$ cat src/plaw_pkg.sv
// Package for the PID loop block: widths, register indexes, constants,
// multiplier select codes and the controller/datapath command and status types.
// No dependencies.
`default_nettype none

package plaw_pkg;

    // Field and register widths
    localparam int DATA_W     = 32;
    localparam int GAIN_W     = 24;
    localparam int LIM_W      = 31;
    localparam int CFG_IDX_W  = 3;
    localparam int CFG_DATA_W = 31;

    // Internal widths
    localparam int ERR_W   = DATA_W + 1;          // raw error and error delta
    localparam int MUL_W   = DATA_W + 1;          // shared multiplier operands
    localparam int PROD_W  = 2 * MUL_W;
    localparam int ACC_W   = 56;                  // holds 250*(P+I+D) plus feedforward
    localparam int NUM_W   = 57;                  // dividend of the divide-by-ten unit
    localparam int DIVM_W  = NUM_W - 1;           // magnitude width inside the divider
    localparam int DIV_STEPS = DIVM_W / 8;        // one byte per cycle
    localparam int DIV_CNT_W = $clog2(DIV_STEPS);
    localparam int INT_W   = 40;                  // integral plus increment before clamp
    localparam int Q_FRAC  = 16;

    // Register indexes
    localparam logic [CFG_IDX_W-1:0] CFG_GAIN_P    = 3'd0;
    localparam logic [CFG_IDX_W-1:0] CFG_GAIN_I    = 3'd1;
    localparam logic [CFG_IDX_W-1:0] CFG_GAIN_D    = 3'd2;
    localparam logic [CFG_IDX_W-1:0] CFG_INT_LIMIT = 3'd3;
    localparam logic [CFG_IDX_W-1:0] CFG_WRAP_EN   = 3'd4;
    localparam logic [CFG_IDX_W-1:0] CFG_FF_EN     = 3'd5;

    // Register reset values
    localparam logic [GAIN_W-1:0] RST_GAIN_P    = 24'd196608;
    localparam logic [GAIN_W-1:0] RST_GAIN_I    = 24'd0;
    localparam logic [GAIN_W-1:0] RST_GAIN_D    = 24'd131072;
    localparam logic [LIM_W-1:0]  RST_INT_LIMIT = 31'd2147483647;
    localparam logic              RST_WRAP_EN   = 1'b1;
    localparam logic              RST_FF_EN     = 1'b0;

    // Q16.16 constants
    localparam logic signed [ERR_W-1:0] PI_Q16     = 33'sd205887;
    localparam logic signed [ERR_W-1:0] NEG_PI_Q16 = -33'sd205887;
    localparam logic signed [ERR_W-1:0] TWO_PI_Q16 = 33'sd411775;
    localparam logic signed [DATA_W-1:0] INT32_MAX = 32'sh7FFF_FFFF;
    localparam logic signed [DATA_W-1:0] INT32_MIN = 32'sh8000_0000;

    // Shared multiplier operand select
    localparam logic [1:0] MUL_SEL_P  = 2'd0;
    localparam logic [1:0] MUL_SEL_I  = 2'd1;
    localparam logic [1:0] MUL_SEL_D  = 2'd2;
    localparam logic [1:0] MUL_SEL_SQ = 2'd3;

    typedef struct packed {
        logic       load_in;
        logic       sub;
        logic       wrap_hi;
        logic       wrap_lo;
        logic       mul_en;
        logic [1:0] mul_sel;
        logic       diff;
        logic       acc_p;
        logic       div_start;
        logic       div_sel_ff;
        logic       int_upd;
        logic       acc_i;
        logic       prod_x10;
        logic       acc_d;
        logic       scale;
        logic       ff_b;
        logic       fin;
    } t_cmd;

    typedef struct packed {
        logic div_done;
        logic out_free;
        logic ff_en;
    } t_sts;

endpackage

`default_nettype wire

$ cat src/plaw_ctrl.sv
// Sequencer for one PID update: steps the datapath through error, gain
// products, integral, derivative, optional feedforward and output. Depends on plaw_pkg.
`default_nettype none

module plaw_ctrl import plaw_pkg::*; (
    input  wire logic i_clk,
    input  wire logic i_rst_n,
    input  wire logic i_in_valid,
    output logic      o_in_ready,
    input  wire t_sts i_sts,
    output t_cmd      o_cmd
);

    localparam logic [3:0] S_IDLE    = 4'd0;
    localparam logic [3:0] S_SUB     = 4'd1;
    localparam logic [3:0] S_WRAP_HI = 4'd2;
    localparam logic [3:0] S_WRAP_LO = 4'd3;
    localparam logic [3:0] S_MUL_P   = 4'd4;
    localparam logic [3:0] S_ACC_P   = 4'd5;
    localparam logic [3:0] S_DIV_I   = 4'd6;
    localparam logic [3:0] S_WAIT_I  = 4'd7;
    localparam logic [3:0] S_INTEG   = 4'd8;
    localparam logic [3:0] S_ACC_I   = 4'd9;
    localparam logic [3:0] S_ACC_D   = 4'd10;
    localparam logic [3:0] S_SCALE   = 4'd11;
    localparam logic [3:0] S_FF_B    = 4'd12;
    localparam logic [3:0] S_DIV_F   = 4'd13;
    localparam logic [3:0] S_WAIT_F  = 4'd14;
    localparam logic [3:0] S_FIN     = 4'd15;

    logic [3:0] r_state;
    logic [3:0] n_state;

    always_comb begin
        n_state    = r_state;
        o_cmd      = '0;
        o_in_ready = 1'b0;
        unique case (r_state)
            S_IDLE: begin
                o_in_ready    = 1'b1;
                o_cmd.load_in = i_in_valid;
                if (i_in_valid) n_state = S_SUB;
            end
            S_SUB: begin
                o_cmd.sub = 1'b1;
                n_state   = S_WRAP_HI;
            end
            S_WRAP_HI: begin
                o_cmd.wrap_hi = 1'b1;
                n_state       = S_WRAP_LO;
            end
            S_WRAP_LO: begin
                o_cmd.wrap_lo = 1'b1;
                n_state       = S_MUL_P;
            end
            S_MUL_P: begin
                o_cmd.mul_en  = 1'b1;
                o_cmd.mul_sel = MUL_SEL_P;
                o_cmd.diff    = 1'b1;
                n_state       = S_ACC_P;
            end
            S_ACC_P: begin
                o_cmd.acc_p   = 1'b1;
                o_cmd.mul_en  = 1'b1;
                o_cmd.mul_sel = MUL_SEL_I;
                n_state       = S_DIV_I;
            end
            S_DIV_I: begin
                o_cmd.div_start = 1'b1;
                n_state         = S_WAIT_I;
            end
            S_WAIT_I: begin
                if (i_sts.div_done) n_state = S_INTEG;
            end
            S_INTEG: begin
                o_cmd.int_upd = 1'b1;
                o_cmd.mul_en  = 1'b1;
                o_cmd.mul_sel = MUL_SEL_D;
                n_state       = S_ACC_I;
            end
            S_ACC_I: begin
                o_cmd.acc_i    = 1'b1;
                o_cmd.prod_x10 = 1'b1;
                n_state        = S_ACC_D;
            end
            S_ACC_D: begin
                o_cmd.acc_d   = 1'b1;
                o_cmd.mul_en  = 1'b1;
                o_cmd.mul_sel = MUL_SEL_SQ;
                n_state       = S_SCALE;
            end
            S_SCALE: begin
                o_cmd.scale = 1'b1;
                n_state     = i_sts.ff_en ? S_FF_B : S_FIN;
            end
            S_FF_B: begin
                o_cmd.ff_b = 1'b1;
                n_state    = S_DIV_F;
            end
            S_DIV_F: begin
                o_cmd.div_start  = 1'b1;
                o_cmd.div_sel_ff = 1'b1;
                n_state          = S_WAIT_F;
            end
            S_WAIT_F: begin
                if (i_sts.div_done) n_state = S_FIN;
            end
            S_FIN: begin
                // hold until the output register can take the result
                if (i_sts.out_free) begin
                    o_cmd.fin = 1'b1;
                    n_state   = S_IDLE;
                end
            end
            default: n_state = S_IDLE;
        endcase
    end

    always_ff @(posedge i_clk) begin
        if (!i_rst_n) begin
            r_state <= S_IDLE;
        end else begin
            r_state <= n_state;
        end
    end

endmodule

`default_nettype wire

$ cat config.mk
export PLATFORM = sky130hd
export DESIGN_NAME = plaw_ctrl
export DESIGN_NICKNAME = d
export VERILOG_FILES = /design/src/plaw_pkg.sv /design/src/plaw_ctrl.sv
export SDC_FILE = /design/constraint.sdc
export NUM_CORES = 1
export LEC_CHECK = 0
export BUFFER_PORTS_ARGS = -buffer_cell sky130_fd_sc_hd__buf_4
export CORE_AREA = 2 2 39 41
export CTS_CLUSTER_DIAMETER = 50
export DETAILED_ROUTE_END_ITERATION = 10
export DIE_AREA = 0 0 41 43
export GPL_ROUTABILITY_DRIVEN = 0
export GPL_TIMING_DRIVEN = 0
export PLACE_DENSITY_LB_ADDON = 0.12
export SLEW_MARGIN = 5
export SYNTH_ARGS = -nofsm -noshare
export SYNTH_HDL_FRONTEND = slang
export SYNTH_SLANG_ARGS = --single-unit
$ cat constraint.sdc
create_clock -name i_clk -period 1.55 [get_ports i_clk]
set_input_delay 0.2325 -clock i_clk [delete_from_list [all_inputs] [get_ports i_clk]]
set_output_delay 0.2325 -clock i_clk [all_outputs]
set_load 0.1 [all_outputs]
==> results of run 1 <==
[per-stage QoR]
step                      hold slack, ns  instances  utilization [%]  cell area [µm²]
after floorplan                   0.3669         60                -            643.1
after detailed placement          0.5296        100            60.94            843.3
after CTS                         0.2774        121            88.61             1226
after global placement            0.5347        100            60.94            843.3
[timing repair]
item                                   in CTS
gates cloned                                1
setup endpoints to repair                  21
hold buffers                                0
buffers inserted                           19
pin swaps                                   7
resized for setup                          55
endpoints found under the hold margin       0
[kinds of logic after synthesis]
family	count (synthesis)	share of synthesized area, %
multiplexers	2	4.706
XOR/XNOR	1	2.059
AND/OR/NAND/NOR	37	46.76
AO/OA/AOI/OAI	8	19.41
flip-flops	4	18.82
buffers and inverters	8	8.234
==> results.md, run 1 <==
* Status: did not finish
* Last stage: 5_1_grt
* First error: [ERROR DPL-0038] Utilization greater than 100%, impossible to legalize
* DP HPWL at 981.9 µm
* EDFF count, synth at 0
* Synth async-reset ratio at 0%
* Flops & latches, synth at 4
* Largest area contributor in the netlist: dfxtp_1
* Syn_nets at 66
* Area share of the largest cell type after synthesis at 18.82%
* Top_reg_cell synth: dfxtp_1
* Initial Utilization at 30.74%
* Synth warnings at 0
* FP Rows at 14
* CTS buffer count at 3
* IO buf count at 24
* # IOs at 25
* Mapped Cells at 60
* WEP type: top-level output
* Root buffer cell: clkbuf_4
* Most instantiated library cell after synthesis: nor2_1
* Worst slack, placed at -0.2637 ns
* Largest net degree at the start of global routing at 12
* Synthesized area per cell at 7.090 µm²
* Synth Cell Area at 425.4 µm²
* Depth of the CTS H-tree at 1
* Top post-synthesis cells by count: nor2_1 (9), nor3_1 (8), nand2_1 (5)
* Die width at 41 µm
* Max Buffers Root-to-Sink at 2
* Die height at 43 µm
* Area contributors post-synth: dfxtp_1 (19%), nor3_1 (9.4%), nor2_1 (7.9%)
* Worst endpoint left by the global-route repair_timing run: o_cmd[17]
* Netlist cell types at 26
* Post-synthesis sequential area ratio at 18.82%
* Clk sink count at 4
==> inputs of run 2 (changes only) <==
CORE_AREA = 2 2 63 65   (was 2 2 39 41)
CTS_CLUSTER_DIAMETER = unset   (was 50)
DIE_AREA = 0 0 65 67   (was 0 0 41 43)
PLACE_DENSITY_LB_ADDON = 0.15   (was 0.12)
clock period = 2 ns   (was 1.55 ns; I/O delays follow)
==> run 2 against run 1 <==
Against the previous run: the run now ends clean; synthesized cell count did not move; synthesized area stayed put.
==> results.md, run 2 <==
* Peak per-stage delay on the critical path at 0.60 ns
* Area share of the largest cell type after synthesis at 18.82% (unchanged)
* Fmax at 523.3 MHz
* Mapped Cells at 60 (unchanged)
* Synthesized area per cell at 7.090 µm² (unchanged)
* Via count at 543
* Die height at 67 µm (+56%)
* Vias in the first global route at 553
* Worst skew pair latency at 0.23 ns
* Most instantiated library cell after synthesis: nor2_1
* DRC Markers at 0
* Layout cell share with drive strength beyond 1 at 67.82%
* Clk sink count at 4 (unchanged)
* Synth warnings at 0 (unchanged)
* Syn_nets at 66 (unchanged)
* Worst R2R Path Depth at 4
* Wire per inst at 11.27 µm
* Depth of the CTS H-tree at 1 (unchanged)
* Commonest non-fill, non-tap cells in the layout: buf_4 (25), nor3_4 (6), dfxtp_1 (4)
* IO buf count at 24 (unchanged)
* Top_reg_cell synth: dfxtp_1
* Crit path cell chain: or4_4, clkinvlp_4, and2_4, buf_6
* Final Max Slew Viols at 0
* Hold Slack at 0.3578 ns
* Worst-Margin Slew at 0.3440 ns
* Status: finished clean
* # IOs at 25 (unchanged)
* Regs by FF count: r_state (4)
* Most common cell after layout, fill and taps aside: buf_4
* DR vias/cell at 4.022
* Final period util at 95.54%
* Post-CTS Setup Bufs at 0 (-19)
* Hold depth at 2
* Max cap viols at 0
* Top post-synthesis cells by count: nor2_1 (9), nor3_1 (8), nand2_1 (5)
* Die width at 65 µm (+59%)
* EDFF count, synth at 0 (unchanged)
* Pwr Density at 712.7 mW/mm²
* Final setup skew at 0.002384 ns
* Post-synthesis sequential area ratio at 18.82% (unchanged)
* CTS tree: built
* Slowest-stage cell, CP: or4_4
* Min Tclk post-route at 1.911 ns
* Starting DRT DRC Count at 15
* Area contributors post-synth: dfxtp_1 (19%), nor3_1 (9.4%), nor2_1 (7.9%)
* Setup Crit Path Kind: register to output pin
* Worst EP required at 1.70 ns
* Total power draw at 0.6430 mW
* Worst VDD drop at 0.4170 mV
* Netlist cell types at 26 (unchanged)
* Root buffer cell: clkbuf_8
* CTS clk-pin slew, worst paths at 0.03 ns
* Layout area overhead at 112.1%
* Core area at 0.003606 mm²
* Max Buffers Root-to-Sink at 2 (unchanged)
* RSZ-0062 raised after global routing: false
* Global-route wire length before repair at 2497 µm
* DP HPWL at 1212 µm (+23%)
* Biggest register: r_state
* Arr. time, crit path at 1.61 ns
* Worst slack, placed at -0.05466 ns (+0.2090 ns)
* CP delay by family, top: simple AND/OR/NAND/NOR gates
* Initial antenna violation count at 0
* Nature of the critical path endpoint: output pin
* Total routed wirelength at 1522 µm
* First-pass detailed-route iteration total at 4
* WP buf/inv at 2
* Tot GR Track Use at 7.692%
* N_diodes at 0
* Final Worst Setup Slack at 0.08915 ns
* Crit path max fanout at 5
* Detail Route Antenna Nets at 0
* Synth async-reset ratio at 0% (unchanged)
* Largest area contributor in the netlist: dfxtp_1
* Setup-failing EPs final at 0
* Final hold vios at 0
* Final net count at 95
* Worst slew margin at 77.06%
* Global route overflow at 0
* Leakage at 0.3371 nW
* Full die area at 0.004355 mm²
* CP Depth at 4
* CTS buffer count at 3 (unchanged)
* Hold Path Class: primary input to register
* FP Rows at 22 (+8)
* Critical path startpoint category: register
* Initial Utilization at 11.80% (-19 points)
* Max reg flops at 4
* Flops & latches, synth at 4 (unchanged)
* Synth Cell Area at 425.4 µm² (unchanged)
* Largest net degree at the start of global routing at 11
[run 2: cell counts after synthesis]
No cell type changed its count.
[run 2: what timing repair did]
action,in CTS,in global routing
hold buffers,0,0
gates resized for setup,4,5
gates cloned,0,0
endpoints found under the setup margin,6,3
[run 2: report_power, final]
part / leakage (nW) / internal (mW) / switching (mW)
Sequential: 0.0328 / 0.0882 / 0.00844
Combinational: 0.283 / 0.112 / 0.257
Clock: 0.0216 / 0.129 / 0.0487
Total: 0.337 / 0.329 / 0.314
[run 2: cells by family after synthesis]
kind of cell / count (synthesis) / synth area share (%)
mux: 2 / 4.706
buf+inv: 8 / 8.234
xor+xnor: 1 / 2.059
compound gates: 8 / 19.41
simple gates: 37 / 46.76
flops: 4 / 18.82
[run 2: area by class of cell]
type,instances,area (µm²)
plain buffers,6,73.82
clock buffers,3,41.29
inverters,2,11.26
well taps,48,60.06
repair buffers,24,187.7
fillers,406,2704
multi-input cells,48,447.9
flip-flops and latches,4,80.08
[run 2: routing by layer]
metal / global-route usage, % / vias up / wire length [µm]
li1: - / 267 / -
met1: 7.964 / 249 / 620
met2: 13.92 / 22 / 776
met3: 0.8446 / 5 / 74
met4: 6.383 / 0 / 51
met5: 0 / - / 0
[run 2: path summary, 6_finish.rpt]
path / from / to / slack, ns
max: r_state[3] / o_cmd[17] / 0.09
min: i_rst_n / r_state[0] / 0.36
max reg2reg: r_state[3] / r_state[3] / 0.38
min reg2reg: r_state[1] / r_state[2] / 0.67
[run 2: metrics by stage]
stage               TNS [ns]  cell area, µm²  instances  utilization, %
floorplan            -0.3751           600.6         60               -
global placement    -0.06049           840.8        132           23.32
detailed placement  -0.05466           840.8        132           23.32
CTS                        0           894.6        135           24.81
global route               0           902.1        135           25.02
finish                     0           902.1        135           25.02
Power figures use the tool's default switching activity.
==> inputs of run 3 (changes only) <==
--- a/config.mk
+++ b/config.mk
@@ -7,2 +7,3 @@
 export LEC_CHECK = 0
+export ABC_AREA = 1
 export BUFFER_PORTS_ARGS = -buffer_cell sky130_fd_sc_hd__buf_4
==> constraint.sdc (replaced) <==
create_clock -name i_clk -period 2 [get_ports i_clk]
set_input_delay 0.2 -clock i_clk [delete_from_list [all_inputs] [get_ports i_clk]]
set_output_delay 0.2 -clock i_clk [all_outputs]
set_load 0.1 [all_outputs]
==> run 3 against run 2 <==
Against the previous run: synthesized area is 6.5% higher; critical path type unchanged; design area decreased by 12%; hold slack lost 0.11 ns; core utilization decreased by 3.0 points; flip-flop and latch count unchanged.
==> results.md, run 3 <==
* Status: finished clean
* DP HPWL at 1212 µm (about the same)
* Area contributors post-synth: dfxtp_1 (18%), nor2_1 (17%), inv_1 (12%)
* CTS buffer count at 3 (unchanged)
* Slowest-stage cell, CP: dfxtp_1
* Synthesized area per cell at 5.524 µm² (-22%)
* Mapped Cells at 82 (+37%)
* Register Area at 80.08 µm² (unchanged)
* Crit path cell chain: inv_1, nor2_2, inv_1, o22ai_2, buf_4
* Critical path startpoint category: register
* CTS tree: built
* Total routed wirelength at 1439 µm (-5.5%)
* Peak per-stage delay on the critical path at 0.48 ns (-0.12 ns)
* Critical Path End: o_cmd[11]
* Sum Neg Setup Slack at 0 ns (unchanged)
* Synth async-reset ratio at 0% (unchanged)
* Worst skew pair latency at 0.22 ns (about the same)
* Final net count at 117 (+23%)
* Tot GR Track Use at 7.044% (-0.65 points)
* Fmax at 583.5 MHz (+11%)
* Net Sw Frac at 50.68% (+1.8 points)
* DR vias/cell at 3.618 (-10%)
* Syn_nets at 88 (+33%)
* DRC Markers at 0 (unchanged)
* Layout cell share with drive strength beyond 1 at 52.29% (-16 points)
* Initial antenna violation count at 0 (unchanged)
* Hold Slack at 0.2484 ns (-0.1095 ns)
* Cell internal pwr at 0.2866 mW (-13%)
* N_diodes at 0 (unchanged)
* Area share of the largest cell type after synthesis at 17.68% (-1.1 points)
* FP Rows at 22 (unchanged)
* Switching power at 0.2945 mW (-6.2%)
* Flops & latches, synth at 4 (unchanged)
* Crit path max fanout at 7 (+2)
* Largest area contributor in the netlist: dfxtp_1
* Root buffer cell: clkbuf_8
* CTS clk-pin slew, worst paths at 0.03 ns (about the same)
* Regs by FF count: r_state (4)
* Footprint of the multi-input gates at 352.8 µm² (-21%)
* R2R Path Start: r_state[3]
* Synth Cell Area at 452.9 µm² (+6.5%)
* Die height at 67 µm (unchanged)
* # IOs at 25 (unchanged)
* First-pass detailed-route iteration total at 2 (-2)
* EDFF count, synth at 0 (unchanged)
* Post-CTS Setup Bufs at 0 (unchanged)
* R2R Setup Slk at 0.72 ns (+0.34 ns)
* RSZ-0062 raised after global routing: false
* Clk sink count at 4 (unchanged)
* Pwr Density at 732.5 mW/mm² (+2.8%)
* Biggest register: r_state
* Area after DPL at 752.0 µm² (-11%)
* Max Buffers Root-to-Sink at 2 (unchanged)
* Wire per inst at 9.166 µm (-19%)
* Worst R2R Path Depth at 6 (+2)
* Final period util at 85.69% (-9.8 points)
* Synth warnings at 0 (unchanged)
* Hold Path Class: primary input to register
* Most instantiated library cell after synthesis: nor2_1
* Post_cts resized at 0 (-4)
* Power share of the clock group at 29.0% (+1.4 points)
* Setup Crit Path Kind: register to output pin
* Final Max Slew Viols at 0 (unchanged)
* Critical Path Start: r_state[1]
* Setup-failing EPs final at 0 (unchanged)
* Global-route wire length before repair at 2290 µm (-8.3%)
* Via count at 568 (+4.6%)
* Arr. time, crit path at 1.51 ns (-0.10 ns)
* Hold Buf Count CTS at 0 (unchanged)
* Top cell by count, worst path: inv_1
* Die width at 65 µm (unchanged)
* Sequential power share at 17.0% (+2.0 points)
* Max cap viols at 0 (unchanged)
* Starting DRT DRC Count at 9 (-6)
* Initial Utilization at 12.56% (+0.76 points)
* Post-synthesis sequential area ratio at 17.68% (-1.1 points)
* Depth of the CTS H-tree at 1 (unchanged)
* Top post-synthesis cells by count: nor2_1 (20), inv_1 (14), nand2_1 (13), a21oi_1 (5), nand2_2 (5)
* Global route overflow at 0 (unchanged)
* Min Tclk post-route at 1.714 ns (-0.1970 ns)
* Worst slew margin at 78.48% (+1.4 points)
* Netlist cell types at 18 (-31%)
* Top_reg_cell synth: dfxtp_1
* Layout area overhead at 75.14%
* Largest net degree at the start of global routing at 11 (unchanged)
* Nature of the critical path endpoint: output pin
* Logic pwr share at 54.0% (-3.4 points)
* Leakage at 0.3960 nW (+17%)
* Final hold vios at 0 (unchanged)
* Full die area at 0.004355 mm² (unchanged)
* Reg2reg end: r_state[1]
* Fillers at 433 (+6.7%)
* Worst VDD drop at 0.1945 mV (-53%)
* Detail Route Antenna Nets at 0 (unchanged)
* Worst EP required at 1.80 ns (+0.10 ns)
* Commonest non-fill, non-tap cells in the layout: buf_4 (25), inv_1 (14), nand2_1 (13)
* Final setup skew at 0.001318 ns (-0.001066 ns)
* Fin util at 22.00% (-3.0 points)
* IO buf count at 24 (unchanged)
* Most common cell after layout, fill and taps aside: buf_4
* Max reg flops at 4 (unchanged)
* Final instance area at 793.3 µm² (-12%)
* Vias in the first global route at 528 (-4.5%)
* Worst-Margin Slew at 0.3220 ns (-0.02209 ns)
* Core area at 0.003606 mm² (unchanged)
run 3: cell types whose count changed in the layout (fill, tap and decap cells not counted), moves of 3 or more:
cell / delta
nand2_2: +3
nand2_1: +10
nor2_2: +9
inv_1: +13
nor2_1: +7
o22ai_2: +3
a21oi_1: +4
nor3_4: -6
run 3: kinds of logic (layout without fill, tap and decap cells):
logic type,Yosys count,count (layout),synth area share [%]
buffers and inverters,18,45,17.40
AOI/OAI and AO/OA,10,10,11.88
DFF,4,4,17.68
and+or+nand+nor,50,50,53.04
run 3: routing by layer:
layer	wire (µm)	track usage [%]	share of wire (%)
met5	0	0	0
met4	24	3.989	1.7
met2	610	11.98	42
met3	115	2.027	8.0
met1	688	7.839	48
run 3: power groups by stage:
stage	sequential [mW]	clock (mW)	combinational (mW)
final	0.0990	0.169	0.313
after global routing	0.101	0.177	0.333
after floorplan	0.0980	0	0.259
after detailed placement	0.100	0	0.318
after CTS	0.0991	0.172	0.318
after global placement	0.0999	0	0.318
run 3: worst min path at each step:
stage,startpoint,end,slack [ns],cells past startpoint
floorplan,i_rst_n,r_state[0],0.34,2
global placement,i_rst_n,r_state[0],0.47,3
detailed placement,i_rst_n,r_state[0],0.47,3
CTS,i_rst_n,r_state[0],0.25,3
global route,i_rst_n,r_state[0],0.27,3
finish,i_rst_n,r_state[0],0.25,3
run 3: layout make-up:
| cell class | count | area share, % |
|---|---|---|
| plain buffers | 2 | 2.366 |
| well taps | 48 | 7.571 |
| multi-input cells | 60 | 44.48 |
| flip-flops and latches | 4 | 10.09 |
| clock buffers | 3 | 5.205 |
| repair buffers | 24 | 22.71 |
| inverters | 16 | 7.571 |
run 3: through the flow:
step | power [mW] | std cells | setup WS, ns
3_5_place_dp | 0.4182 | 154 | 0.4871
3_3_place_gp | 0.4175 | 154 | 0.4842
6_report | 0.5811 | 157 | 0.2861
5_1_grt | 0.6109 | 157 | 0.1426
2_1_floorplan | 0.3571 | 82 | -0.1823
4_1_cts | 0.5894 | 157 | 0.2580
run 3: worst max-delay path: cells and delay by family, from the launching register on:
family                 cells  cell delay [ns]
flip-flops                 1             0.48
AND/OR/NAND/NOR            1             0.15
AO/OA/AOI/OAI              1             0.14
buffers and inverters      3             0.52
==> inputs of run 4 (changes only) <==
ABC_AREA = unset   (was 1)
==> run 4 against run 3 <==
Against the previous run: sequential share of layout area shrank 0.91 points; design area increased by 9.9%; largest power group unchanged; clock skew decreased by 0.00063 ns; die area stayed put; maximum frequency is 8.1% lower; flip-flop and latch count unchanged; core utilization increased by 2.2 points; non-clock buffer count increased by 4; critical path depth did not move; combinational power up 15%; first-iteration DRC count grew to 2.8 times the previous value; critical path type unchanged; clock-buffer cell count is the same.
==> results.md, run 4 (synthesis results as in run 2) <==
* Final setup skew at 0.0006917 ns (-0.0006262 ns)
* Via count at 524 (-7.7%)
* Final cell count without fillers at 135 (-14%)
* Final net count at 95 (-19%)
* IO buf count at 24 (unchanged)
* Setup-failing EPs final at 0 (unchanged)
* Die height at 67 µm (unchanged)
* Arr. time, crit path at 1.67 ns (+0.16 ns)
* Hold Slack at 0.2853 ns (+0.03691 ns)
* Final Worst Setup Slack at 0.1347 ns (-0.1514 ns)
* Critical Path End: o_cmd[8]
* Die width at 65 µm (unchanged)
* Global-route wire length before repair at 2449 µm (+6.9%)
* Cell count after placement at 132 (-14%)
* Reg2reg end: r_state[3]
* Initial Utilization at 11.80% (-0.76 points)
* Initial antenna violation count at 0 (unchanged)
* Fmax at 536.1 MHz (-8.1%)
* Nature of the critical path endpoint: output pin
* Full die area at 0.004355 mm² (unchanged)
* Pwr Density at 716.1 mW/mm² (-2.2%)
* Worst-Margin Slew at 0.3247 ns (+0.002712 ns)
* Worst skew pair latency at 0.22 ns (about the same)
* Max Buffers Root-to-Sink at 2 (unchanged)
* Tot GR Track Use at 7.489% (+0.45 points)
* First-pass detailed-route iteration total at 4 (+2)
* Vias in the first global route at 552 (+4.5%)
* Sum Neg Setup Slack at 0 ns (unchanged)
* DRC Markers at 0 (unchanged)
* Worst slew margin at 78.36% (-0.13 points)
* Commonest non-fill, non-tap cells in the layout: buf_4 (25), nor3_4 (6), nor2_2 (5)
* Core area at 0.003606 mm² (unchanged)
* Starting DRT DRC Count at 25 (+16)
* CTS clk-pin slew, worst paths at 0.03 ns (about the same)
* Worst VDD drop at 0.2001 mV (+2.9%)
* Regs by FF count: r_state (4)
* DP HPWL at 1147 µm (-5.3%)
* Worst R2R Path Depth at 4 (-2)
* Final period util at 93.26% (+7.6 points)
* R2R Path Start: r_state[3]
* Largest net degree at the start of global routing at 11 (unchanged)
* Global route overflow at 0 (unchanged)
* Worst slack, placed at 0.1450 ns (-0.3421 ns)
* Hold Path Class: primary input to register
* Wire per inst at 10.50 µm (+15%)
* R2R Setup Slk at 0.39 ns (-0.33 ns)
* RSZ-0062 raised after global routing: false
* Total routed wirelength at 1417 µm (-1.5%)
* Detail Route Antenna Nets at 0 (unchanged)
* Worst EP required at 1.80 ns (about the same)
* Total power draw at 0.6245 mW (+7.5%)
* Root buffer cell: clkbuf_8
* Critical path startpoint category: register
* CTS tree: built
* FP Rows at 22 (unchanged)
* Setup Crit Path Kind: register to output pin
* DR vias/cell at 3.881 (+7.3%)
* Most common cell after layout, fill and taps aside: buf_4
* N_diodes at 0 (unchanged)
* Critical Path Start: r_state[1]
* Leakage at 0.3297 nW (-17%)
* Layout cell share with drive strength beyond 1 at 67.82% (+16 points)
* Crit path max fanout at 10 (+3)
* Clk sink count at 4 (unchanged)
* Max cap viols at 0 (unchanged)
* Biggest register: r_state
* Min Tclk post-route at 1.865 ns (+0.1514 ns)
* Final hold vios at 0 (unchanged)
* Status: finished clean
* Depth of the CTS H-tree at 1 (unchanged)
* Max reg flops at 4 (unchanged)
* Layout area overhead at 105.0%
* Final Max Slew Viols at 0 (unchanged)
* # IOs at 25 (unchanged)
* CTS buffer count at 3 (unchanged)
run 4: cell count changes in the layout (fill, tap and decap cells not counted), moves of 4 or more:
cell and delta:
a21oi_1 -4, inv_1 -13, nand2_1 -10, nor2_1 -7
nor2_2 -7, nor3_4 +6
run 4: worst min path at each step:
stage,from,endpoint,slack (ns),cells past startpoint
after floorplan,i_rst_n,r_state[0],0.34,1
after global placement,i_rst_n,r_state[3],0.52,2
after detailed placement,i_rst_n,r_state[3],0.51,2
after CTS,i_rst_n,r_state[3],0.28,2
after global routing,i_rst_n,r_state[3],0.29,2
final,i_rst_n,r_state[0],0.29,2
run 4: routing by layer:
layer  GRT usage [%]  vias up  part of all wire, %
met2           12.89       22                   49
met4           4.787        0                  2.0
li1                -      267                    -
met5               0        -                    0
met1           8.401      231                   43
met3           1.520        4                  6.1
run 4: layout make-up:
| class | instances | area [µm²] |
|---|---|---|
| tap | 48 | 60.06 |
| buffer | 6 | 66.31 |
| fill | 399 | 2734 |
| timing repair buffer | 24 | 180.2 |
| multi-input combinational | 48 | 432.9 |
| clock buffer | 3 | 41.29 |
| inverter | 2 | 11.26 |
| sequential | 4 | 80.08 |
run 4: worst max-delay path, stage by stage, from the launching register on:
cell      delay [ns]
dfxtp_1         0.39
clkbuf_4        0.28
nand2b_2        0.26
mux2i_1         0.10
and2_2          0.19
buf_4           0.23
run 4: power by group:
part	leakage [nW]	internal (mW)	switching [mW]
clock network	0.0216	0.128	0.0395
logic	0.275	0.108	0.253
registers	0.0328	0.0883	0.00790
run 4: what timing repair did:
| action | CTS | global route |
|---|---|---|
| hold buffers | 0 | 0 |
| buffers inserted | 0 | 0 |
| resized for setup | 1 | 3 |
| pin swaps | 0 | 0 |
| endpoints found under the setup margin | 1 | 2 |
run 4: metrics by stage:
stage          util, %  area (µm²)
2_1_floorplan        -       583.1
3_3_place_gp     22.83       823.3
3_5_place_dp     22.83       823.3
4_1_cts          24.05       867.1
5_1_grt          24.18       872.1
6_report         24.18       872.1
